### src/rtl/core/i2cbe_pkg.sv
`timescale 1ns / 1ps
// ----------------------------------------------------------------------------
// i2cbe_pkg: shared types and constants of the I2C master bit engine
// Command codes, classified queue items, engine state and the beat structs.
// ----------------------------------------------------------------------------
package i2cbe_pkg;

  // command codes on the input beat
  localparam logic [2:0] CMD_TICK  = 3'd0;
  localparam logic [2:0] CMD_START = 3'd1;
  localparam logic [2:0] CMD_STOP  = 3'd2;
  localparam logic [2:0] CMD_WRITE = 3'd3;
  localparam logic [2:0] CMD_READ  = 3'd4;

  localparam logic [2:0] PH_END         = 3'd7;
  localparam logic [7:0] READ_TAIL_HOLD = 8'd3;
  localparam logic [3:0] BITS_PER_BYTE  = 4'd8;
  localparam int         QDEPTH         = 2;

  typedef enum logic [2:0] {
    KIND_TICK,
    KIND_START,
    KIND_STOP,
    KIND_WRITE,
    KIND_READ,
    KIND_NOP
  } kind_e;

  typedef enum logic [2:0] {
    OP_IDLE,
    OP_START,
    OP_STOP,
    OP_WRITE,
    OP_READ
  } op_e;

  typedef struct packed {
    logic [2:0] command;
    logic [7:0] tx_byte;
    logic       send_nack;
    logic       sda_in;
  } in_t;

  typedef struct packed {
    logic       scl_level;
    logic       sda_drive;
    logic       sda_level;
    logic       busy_res;
    logic       done_res;
    logic [7:0] rx_byte;
    logic       ack_bit;
  } out_t;

  typedef struct packed {
    kind_e      kind;
    logic [7:0] tx_byte;
    logic       send_nack;
    logic       sda_in;
  } item_t;

endpackage

### src/rtl/core/i2cbe_front.sv
`timescale 1ns / 1ps
// ----------------------------------------------------------------------------
// i2cbe_front: input classifier
// Decode the command code of each input beat into a queue item.
// ----------------------------------------------------------------------------
module i2cbe_front import i2cbe_pkg::*; (
  input  logic  in_valid_i,
  output logic  in_ready_o,
  input  in_t   in_data_i,
  output logic  push_o,
  output item_t item_o,
  input  logic  full_i
);

  assign in_ready_o = ~full_i;
  assign push_o     = in_valid_i & ~full_i;

  always_comb begin
    item_o.tx_byte   = in_data_i.tx_byte;
    item_o.send_nack = in_data_i.send_nack;
    item_o.sda_in    = in_data_i.sda_in;
    unique case (in_data_i.command)
      CMD_TICK:  item_o.kind = KIND_TICK;
      CMD_START: item_o.kind = KIND_START;
      CMD_STOP:  item_o.kind = KIND_STOP;
      CMD_WRITE: item_o.kind = KIND_WRITE;
      CMD_READ:  item_o.kind = KIND_READ;
      default:   item_o.kind = KIND_NOP;
    endcase
  end

endmodule

### src/rtl/core/i2cbe_queue.sv
`timescale 1ns / 1ps
// ----------------------------------------------------------------------------
// i2cbe_queue: item queue
// Small register FIFO between the classifier and the engine.
// ----------------------------------------------------------------------------
module i2cbe_queue import i2cbe_pkg::*; #(
  parameter int Depth = QDEPTH
) (
  input  logic  clk_i,
  input  logic  rst_ni,
  input  logic  push_i,
  input  item_t item_i,
  output logic  full_o,
  input  logic  pop_i,
  output logic  valid_o,
  output item_t item_o
);

  localparam int PtrW = (Depth > 1) ? $clog2(Depth) : 1;
  localparam int CntW = $clog2(Depth + 1);
  localparam logic [PtrW-1:0] LastPtr = PtrW'(Depth - 1);
  localparam logic [CntW-1:0] FullCnt = CntW'(Depth);

  item_t           mem_q [Depth];
  logic [PtrW-1:0] wr_q, wr_d, rd_q, rd_d;
  logic [CntW-1:0] cnt_q, cnt_d;

  assign full_o  = (cnt_q == FullCnt);
  assign valid_o = (cnt_q != '0);
  assign item_o  = mem_q[rd_q];

  always_comb begin
    wr_d  = wr_q;
    rd_d  = rd_q;
    cnt_d = cnt_q;
    if (push_i) begin
      wr_d = (wr_q == LastPtr) ? '0 : wr_q + 1'b1;
    end
    if (pop_i) begin
      rd_d = (rd_q == LastPtr) ? '0 : rd_q + 1'b1;
    end
    if (push_i && !pop_i) begin
      cnt_d = cnt_q + 1'b1;
    end else if (!push_i && pop_i) begin
      cnt_d = cnt_q - 1'b1;
    end
  end

  always_ff @(posedge clk_i or negedge rst_ni) begin
    if (!rst_ni) begin
      wr_q  <= '0;
      rd_q  <= '0;
      cnt_q <= '0;
    end else begin
      wr_q  <= wr_d;
      rd_q  <= rd_d;
      cnt_q <= cnt_d;
    end
  end

  always_ff @(posedge clk_i) begin
    if (push_i) begin
      mem_q[wr_q] <= item_i;
    end
  end

endmodule

### src/rtl/core/i2cbe_back.sv
`timescale 1ns / 1ps
// ----------------------------------------------------------------------------
// i2cbe_back: bus phase engine
// Step the SCL/SDA phase sequence one item at a time and register results.
// ----------------------------------------------------------------------------
module i2cbe_back import i2cbe_pkg::*; (
  input  logic       clk_i,
  input  logic       rst_ni,
  input  logic       cfg_we_i,
  input  logic [7:0] cfg_wdata_i,
  input  logic       valid_i,
  input  item_t      item_i,
  output logic       pop_o,
  output logic       out_valid_o,
  input  logic       out_ready_i,
  output out_t       out_data_o
);

  op_e        op_q, op_d;
  logic [2:0] ph_q, ph_d;
  logic [3:0] bit_q, bit_d;
  logic [7:0] hold_q, hold_d;
  logic [7:0] shift_q, shift_d;
  logic       nack_q, nack_d;
  logic       scl_q, scl_d, drv_q, drv_d, sda_q, sda_d;
  logic       ack_q, ack_d;
  logic [7:0] rx_q, rx_d;
  logic [7:0] ticks_q;
  logic       done;
  logic       ovalid_q;
  out_t       out_q;
  logic [2:0] nxt;
  logic [7:0] hold;
  logic [3:0] bit_inc;

  assign pop_o       = valid_i & (~ovalid_q | out_ready_i);
  assign out_valid_o = ovalid_q;
  assign out_data_o  = out_q;
  assign bit_inc     = bit_q + 1'b1;

  always_comb begin
    op_d    = op_q;
    ph_d    = ph_q;
    bit_d   = bit_q;
    hold_d  = hold_q;
    shift_d = shift_q;
    nack_d  = nack_q;
    scl_d   = scl_q;
    drv_d   = drv_q;
    sda_d   = sda_q;
    ack_d   = ack_q;
    rx_d    = rx_q;
    done    = 1'b0;
    nxt     = ph_q + 1'b1;
    hold    = ticks_q;
    unique case (op_q)
      OP_IDLE: begin
        ph_d   = '0;
        bit_d  = '0;
        hold_d = '0;
        case (item_i.kind)
          KIND_START: op_d = OP_START;
          KIND_STOP:  op_d = OP_STOP;
          KIND_WRITE: begin
            op_d    = OP_WRITE;
            shift_d = item_i.tx_byte;
          end
          KIND_READ: begin
            op_d    = OP_READ;
            shift_d = '0;
            nack_d  = item_i.send_nack;
          end
          default: begin
            ph_d   = ph_q;
            bit_d  = bit_q;
            hold_d = hold_q;
          end
        endcase
      end
      default: begin
        if (item_i.kind == KIND_TICK) begin
          if (hold_q != '0) begin
            hold_d = hold_q - 1'b1;
            if (hold_d == '0 && ph_q == PH_END) begin
              done = 1'b1;
            end
          end else begin
            // run the current phase
            unique case (op_q)
              OP_START: begin
                if (ph_q == 3'd0) begin
                  drv_d = 1'b1;
                  sda_d = 1'b1;
                end else if (ph_q == 3'd1) begin
                  scl_d = 1'b1;
                  sda_d = 1'b0;
                end else begin
                  scl_d = 1'b0;
                  hold  = '0;
                  nxt   = PH_END;
                end
              end
              OP_STOP: begin
                if (ph_q == 3'd0) begin
                  scl_d = 1'b1;
                end else begin
                  sda_d = 1'b1;
                  nxt   = PH_END;
                end
              end
              OP_WRITE: begin
                if (ph_q == 3'd0) begin
                  sda_d = shift_q[7];
                end else if (ph_q == 3'd1) begin
                  scl_d   = 1'b1;
                  shift_d = {shift_q[6:0], 1'b0};
                  bit_d   = bit_inc;
                end else if (ph_q == 3'd2) begin
                  scl_d = 1'b0;
                  nxt   = (bit_q < BITS_PER_BYTE) ? 3'd0 : 3'd3;
                end else if (ph_q == 3'd3) begin
                  drv_d = 1'b0;
                end else if (ph_q == 3'd4) begin
                  scl_d = 1'b1;
                end else begin
                  ack_d = item_i.sda_in;
                  scl_d = 1'b0;
                  sda_d = 1'b0;
                  drv_d = 1'b1;
                  hold  = '0;
                  nxt   = PH_END;
                end
              end
              default: begin
                if (ph_q == 3'd0) begin
                  drv_d   = 1'b0;
                  shift_d = {shift_q[6:0], 1'b0};
                  scl_d   = 1'b1;
                end else if (ph_q == 3'd1) begin
                  shift_d = {shift_q[7:1], shift_q[0] | item_i.sda_in};
                  scl_d   = 1'b0;
                  bit_d   = bit_inc;
                  nxt     = (bit_inc < BITS_PER_BYTE) ? 3'd0 : 3'd2;
                end else if (ph_q == 3'd2) begin
                  drv_d = 1'b1;
                  sda_d = nack_q;
                end else if (ph_q == 3'd3) begin
                  scl_d = 1'b1;
                end else begin
                  scl_d = 1'b0;
                  sda_d = 1'b0;
                  hold  = READ_TAIL_HOLD;
                  nxt   = PH_END;
                end
              end
            endcase
            ph_d   = nxt;
            hold_d = hold;
            done   = (nxt == PH_END) && (hold == '0);
          end
          if (done) begin
            if (op_q == OP_READ) begin
              rx_d = shift_d;
            end
            op_d   = OP_IDLE;
            ph_d   = '0;
            hold_d = '0;
          end
        end
      end
    endcase
  end

  always_ff @(posedge clk_i or negedge rst_ni) begin
    if (!rst_ni) begin
      op_q     <= OP_IDLE;
      ph_q     <= '0;
      bit_q    <= '0;
      hold_q   <= '0;
      shift_q  <= '0;
      nack_q   <= 1'b0;
      scl_q    <= 1'b1;
      drv_q    <= 1'b1;
      sda_q    <= 1'b1;
      ack_q    <= 1'b0;
      rx_q     <= '0;
      ticks_q  <= '0;
      ovalid_q <= 1'b0;
    end else begin
      if (cfg_we_i) begin
        ticks_q <= cfg_wdata_i;
      end
      if (pop_o) begin
        op_q    <= op_d;
        ph_q    <= ph_d;
        bit_q   <= bit_d;
        hold_q  <= hold_d;
        shift_q <= shift_d;
        nack_q  <= nack_d;
        scl_q   <= scl_d;
        drv_q   <= drv_d;
        sda_q   <= sda_d;
        ack_q   <= ack_d;
        rx_q    <= rx_d;
      end
      if (pop_o) begin
        ovalid_q <= 1'b1;
      end else if (out_ready_i) begin
        ovalid_q <= 1'b0;
      end
    end
  end

  always_ff @(posedge clk_i) begin
    if (pop_o) begin
      out_q.scl_level <= scl_d;
      out_q.sda_drive <= drv_d;
      out_q.sda_level <= sda_d;
      out_q.busy_res  <= (op_d != OP_IDLE);
      out_q.done_res  <= done;
      out_q.rx_byte   <= rx_d;
      out_q.ack_bit   <= ack_d;
    end
  end

endmodule

### src/rtl/core/i2c_master_bit_engine_unit.sv
`timescale 1ns / 1ps
// ----------------------------------------------------------------------------
// i2c_master_bit_engine_unit: I2C master bit engine
// Byte level commands stepped through SCL/SDA bus phases by tick beats.
// ----------------------------------------------------------------------------
//
//   channel | direction | handshake             | payload
//   --------+-----------+-----------------------+---------------------------
//   in      | input     | in_valid_i/in_ready_o | in_data_i  (in_t)
//   out     | output    | out_valid_o/out_ready_i | out_data_o (out_t)
//   cfg     | input     | cfg_we_i              | cfg_wdata_i (phase_ticks)
//
// Every input beat yields exactly one output beat. Throughput is one beat per
// cycle while the output is not stalled; an accepted beat is written into the
// queue, and the engine update is then registered into the output register.
// The engine state update is the step that sets that rate.
// Reset is asynchronous and active low: pins come up SCL high, SDA driven
// high, engine idle, phase_ticks zero.
// A stalled output holds its beat; the queue keeps taking input until full.
//
module i2c_master_bit_engine_unit import i2cbe_pkg::*; #(
  parameter int QueueDepth = QDEPTH
) (
  input  logic       clk_i,
  input  logic       rst_ni,
  input  logic       cfg_we_i,
  input  logic [7:0] cfg_wdata_i,
  input  logic       in_valid_i,
  output logic       in_ready_o,
  input  in_t        in_data_i,
  output logic       out_valid_o,
  input  logic       out_ready_i,
  output out_t       out_data_o
);

  // classifier to queue
  logic  push;
  logic  full;
  item_t push_item;

  // queue to engine
  logic  pop;
  logic  q_valid;
  item_t q_item;

  // decode each beat's command; stall input when the queue is full
  i2cbe_front u_front (
    .in_valid_i (in_valid_i),
    .in_ready_o (in_ready_o),
    .in_data_i  (in_data_i),
    .push_o     (push),
    .item_o     (push_item),
    .full_i     (full)
  );

  // decouple the classifier from the engine so each side stalls on its own
  i2cbe_queue #(
    .Depth (QueueDepth)
  ) u_queue (
    .clk_i   (clk_i),
    .rst_ni  (rst_ni),
    .push_i  (push),
    .item_i  (push_item),
    .full_o  (full),
    .pop_i   (pop),
    .valid_o (q_valid),
    .item_o  (q_item)
  );

  // advance the bus phase engine and hold the result in the output register
  i2cbe_back u_back (
    .clk_i       (clk_i),
    .rst_ni      (rst_ni),
    .cfg_we_i    (cfg_we_i),
    .cfg_wdata_i (cfg_wdata_i),
    .valid_i     (q_valid),
    .item_i      (q_item),
    .pop_o       (pop),
    .out_valid_o (out_valid_o),
    .out_ready_i (out_ready_i),
    .out_data_o  (out_data_o)
  );

endmodule

### config.mk
export PLATFORM = sky130hd
export DESIGN_NAME = i2c_master_bit_engine_unit
export DESIGN_NICKNAME = d
export VERILOG_FILES = /design/src/rtl/core/i2cbe_pkg.sv /design/src/rtl/core/i2cbe_front.sv /design/src/rtl/core/i2cbe_queue.sv /design/src/rtl/core/i2cbe_back.sv /design/src/rtl/core/i2c_master_bit_engine_unit.sv
export SDC_FILE = /design/constraint.sdc
export NUM_CORES = 1
export LEC_CHECK = 0
export ABC_AREA = 1
export BUFFER_PORTS_ARGS = -buffer_cell sky130_fd_sc_hd__buf_4
export CAP_MARGIN = 0
export CORE_MARGIN = 2
export CORE_UTILIZATION = 54
export CTS_CLUSTER_DIAMETER = 60
export DETAILED_ROUTE_END_ITERATION = 8
export PLACE_DENSITY = 0.76
export SKIP_LAST_GASP = 1
export SYNTH_ARGS = -nofsm -noshare
export SYNTH_HDL_FRONTEND = slang
export SYNTH_SLANG_ARGS = --single-unit
### constraint.sdc
create_clock -name clk_i -period 2.1 [get_ports clk_i]
set_input_delay 0 -clock clk_i [delete_from_list [all_inputs] [get_ports clk_i]]
set_output_delay 0 -clock clk_i [all_outputs]
set_load 0.01 [all_outputs]
==> results.txt <==
Worst Setup EP: u_back.out_data_o[5]$_DFFE_PP_
CP dominant cell by count: nand2_1
Setup crit start kind: register
initial antenna violation count: 0
syn nets: 593
reg2reg start: u_back.ph_q[0]$_DFFE_PN0P_
PD cells: 1236 mW/mm2
Worst-path clk slew: 100 ps
Chip Height: 98.68 um
largest net degree at the start of global routing: 53
Reg power frac: 32.0%
Design Power: 8.671 mW
total track usage: 28.14%
post-synthesis async set-or-reset flop share: 56.52%
CP arrival: 2580 ps
Worst Setup SP: u_back.ph_q[0]$_DFFE_PN0P_
CTS tree: yes
GPL Wtd Cong: 0.9116
Clock Power Share: 14.6%
most frequent cells in the layout: nand2_1, buf_4, dfrtp_1
vias per std cell: 5.623
Worst Setup Path Type: reg2reg
TritonCTS Buffers: 9
Final Worst Setup Slack: -349.4 ps
Initial Utilization: 55.51%
Yosys reg bits: 92
Max VDD drop: 679.4 uV
global route total overflow: 0
Port Buffers: 41
final setup fails: 31
number of clock sinks: 92
nets: 775
EDFF count, synth: 40
violated checks: negative setup slack
Setup WS pre-CTS: -327.6 ps
Avg WL per Cell: 16.54 um
Clock Tree Buf Depth: 2
first-pass GRT wire length: 21.75 mm
distinct cell type count after synthesis: 46
antenna-violating nets left: 0
Multi-input gate area: 0.002435 mm2
Root Driver: clkbuf_8
layout cells sized above 1: 37.63%
ys flop type: dfrtp_1
die width: 98.68 um
buffer and inverter count on the worst path: 1
DRC viols: 0
Tightest Pin Transition: 722.8 ps
Final Cell Area: 0.007018 mm2
core area: 0.008721 mm2
Sw Ratio: 41.58%
sequential share of the synthesized area: 51.77%
RSZ-0062 raised after global routing: true
Layout Area Growth over Synthesis: 44.97%
Total Routed Length: 14.09 mm
Yosys warnings: 0
IO Count: 42
Rel. slew slack: 51.81%
CTS HTree Levels: 3
Mapped Cells: 557
Final Cycle Share: 116.6%
Syn Area/Cell: 8.691 um2
1st-iter DRT viols: 257
die area: 0.009738 mm2
Comb pwr share: 53.5%
WP data required: 2230 ps
element type at the critical path end: register
Psw: 3.605 mW
reg2reg setup slack: -350 ps
Reg area: 0.002510 mm2
Lkg Pwr: 3.147 nW
instance count on the critical path: 14
clock latency on the worst-skew pair: 370 ps
Ant. Diodes: 0
FMAX: 408.3 MHz
routed vias: 4791
post-DP HPWL: 8.689 mm
R2R depth: 14
Slowest-stage cell, CP: dfrtp_2
Pint: 5.066 mW
CP Cell Sequence: inv_2 -> ha_4 -> o21ai_4 -> nand3_2 -> nand2_2 -> nand2_4 -> a21oi_2 -> nand2_1 -> nor2_1 -> nand2_1 -> nand2_4 -> nand3_4 -> nand2_1 -> nand2_1
max_cap viols: 0
first-pass detailed-route iteration total: 5
CP max stage delay: 470 ps
Synth Cell Area: 0.004841 mm2
vias in the first global route: 4616
Slew Limit Fails: 0
row cnt: 34
status: complete, but fails checks
critical path's top delay family: simple AND/OR/NAND/NOR gates
fillers: 481
minimum clock period: 2449 ps
Setup Skew: 12.56 ps
hold depth: 5
Hold Crit Class: in2reg
hold_sp: in_valid_i
commonest non-fill, non-tap cell in the layout: nand2_1
RR Endpoint: u_back.out_data_o[5]$_DFFE_PP_
final hold violations: 0
Crit Path Max Fanout: 8
Area after DPL: 0.005943 mm2
[layout make-up]
type                            instances  area share, %
Inverter                               61          3.370
Multi-Input combinational cell        393          34.69
Tap cell                              108          1.925
Clock buffer                           10          1.819
Timing Repair Buffer                  182          21.39
Clock inverter                          6          1.034
Sequential cell                        92          35.76
[cells in the mapped netlist (10+ instances only)]
cell      number  area [um2]
nand2_1      153       574.3
dfrtp_1       49        1226
inv_1         44       165.2
edfxtp_1      40        1201
nor2_1        38       142.6
o21ai_0       36       180.2
a21oi_1       31       155.2
nand3_1       28       140.1
inv_2         16       60.06
nand4_1       11       68.82
ha_1          10       125.1
nor3_1        10       50.05
o21ai_1       10       50.05
[registers in the layout, indices dropped and copies added (netlist names), 2 cells and up]
register	flops
u_queue.cnt_q	2
u_queue.mem_q	26
u_back.out_data_o	14
u_back.ph_q	3
u_back.hold_q	8
u_back.rx_q	8
u_back.op_q	3
u_back.shift_q	8
u_back.bit_q	4
u_back.ticks_q	8
[worst min-delay path, stage by stage]
cell and delay, ps:
buf_4 80, nand2_1 70, inv_1 90, nor2_1 40, nor2_1 70
[power groups by stage]
stage	sequential, mW	clock (mW)	combinational, mW
6_report	2.77	1.26	4.64
5_1_grt	2.82	1.33	5.01
4_1_cts	2.74	1.27	4.17
3_5_place_dp	2.76	0	3.75
3_3_place_gp	2.73	0	3.63
2_1_floorplan	2.77	0	2.04
[routing by layer]
| metal | global-route usage (%) | vias up | share of wire, % |
|---|---|---|---|
| met4 | 9.168 | 0 | 2.4 |
| met2 | 48.09 | 210 | 51 |
| met5 | 0 | - | 0 |
| met3 | 4.894 | 36 | 6.5 |
| met1 | 36.69 | 2309 | 40 |
| li1 | - | 2236 | - |
[how the worst min path moves through the flow]
stage,end,slack (ps)
2_1_floorplan,u_back.ack_q$_DFFE_PN0P_,-300
3_3_place_gp,u_back.ticks_q[3]$_DFFE_PN0P_,70
3_5_place_dp,u_back.ticks_q[3]$_DFFE_PN0P_,90
4_1_cts,u_queue.wr_q$_DFFE_PN0P_,7
5_1_grt,u_queue.wr_q$_DFFE_PN0P_,70
6_report,u_queue.wr_q$_DFFE_PN0P_,10
[cells by family (layout without fill, tap and decap cells)]
group | after synthesis | in the layout | synth area share [%]
and+or+nand+nor | 264 | 264 | 24.43
AOI/OAI and AO/OA | 102 | 102 | 12.04
DFF | 92 | 92 | 51.77
buffers and inverters | 72 | 259 | 5.764
adders and majority gates | 10 | 10 | 2.585
xor gates and xnor gates | 10 | 10 | 1.809
muxes | 7 | 7 | 1.602
[what timing repair did]
action / in CTS / in global routing
setup endpoints to repair: 43 / 52
setup buffers: 14 / 7
pin swaps: 18 / 26
hold buffers: 34 / 0
resized for setup: 42 / 63
hold endpoints to repair: 84 / 0
[per-stage QoR]
step / cells / util (%) / TNS (ps) / hold WS, ps
after floorplan: 557 / - / -928.3 / -295.6
after global placement: 782 / 68.15 / -6522 / 69.63
after detailed placement: 782 / 68.15 / -9574 / 88.77
after CTS: 846 / 77.36 / -4859 / 6.948
after global routing: 852 / 80.47 / -12580 / 72.77
final: 852 / 80.47 / -8233 / 12.22
No activity file was read; power rests on OpenSTA's default activity.
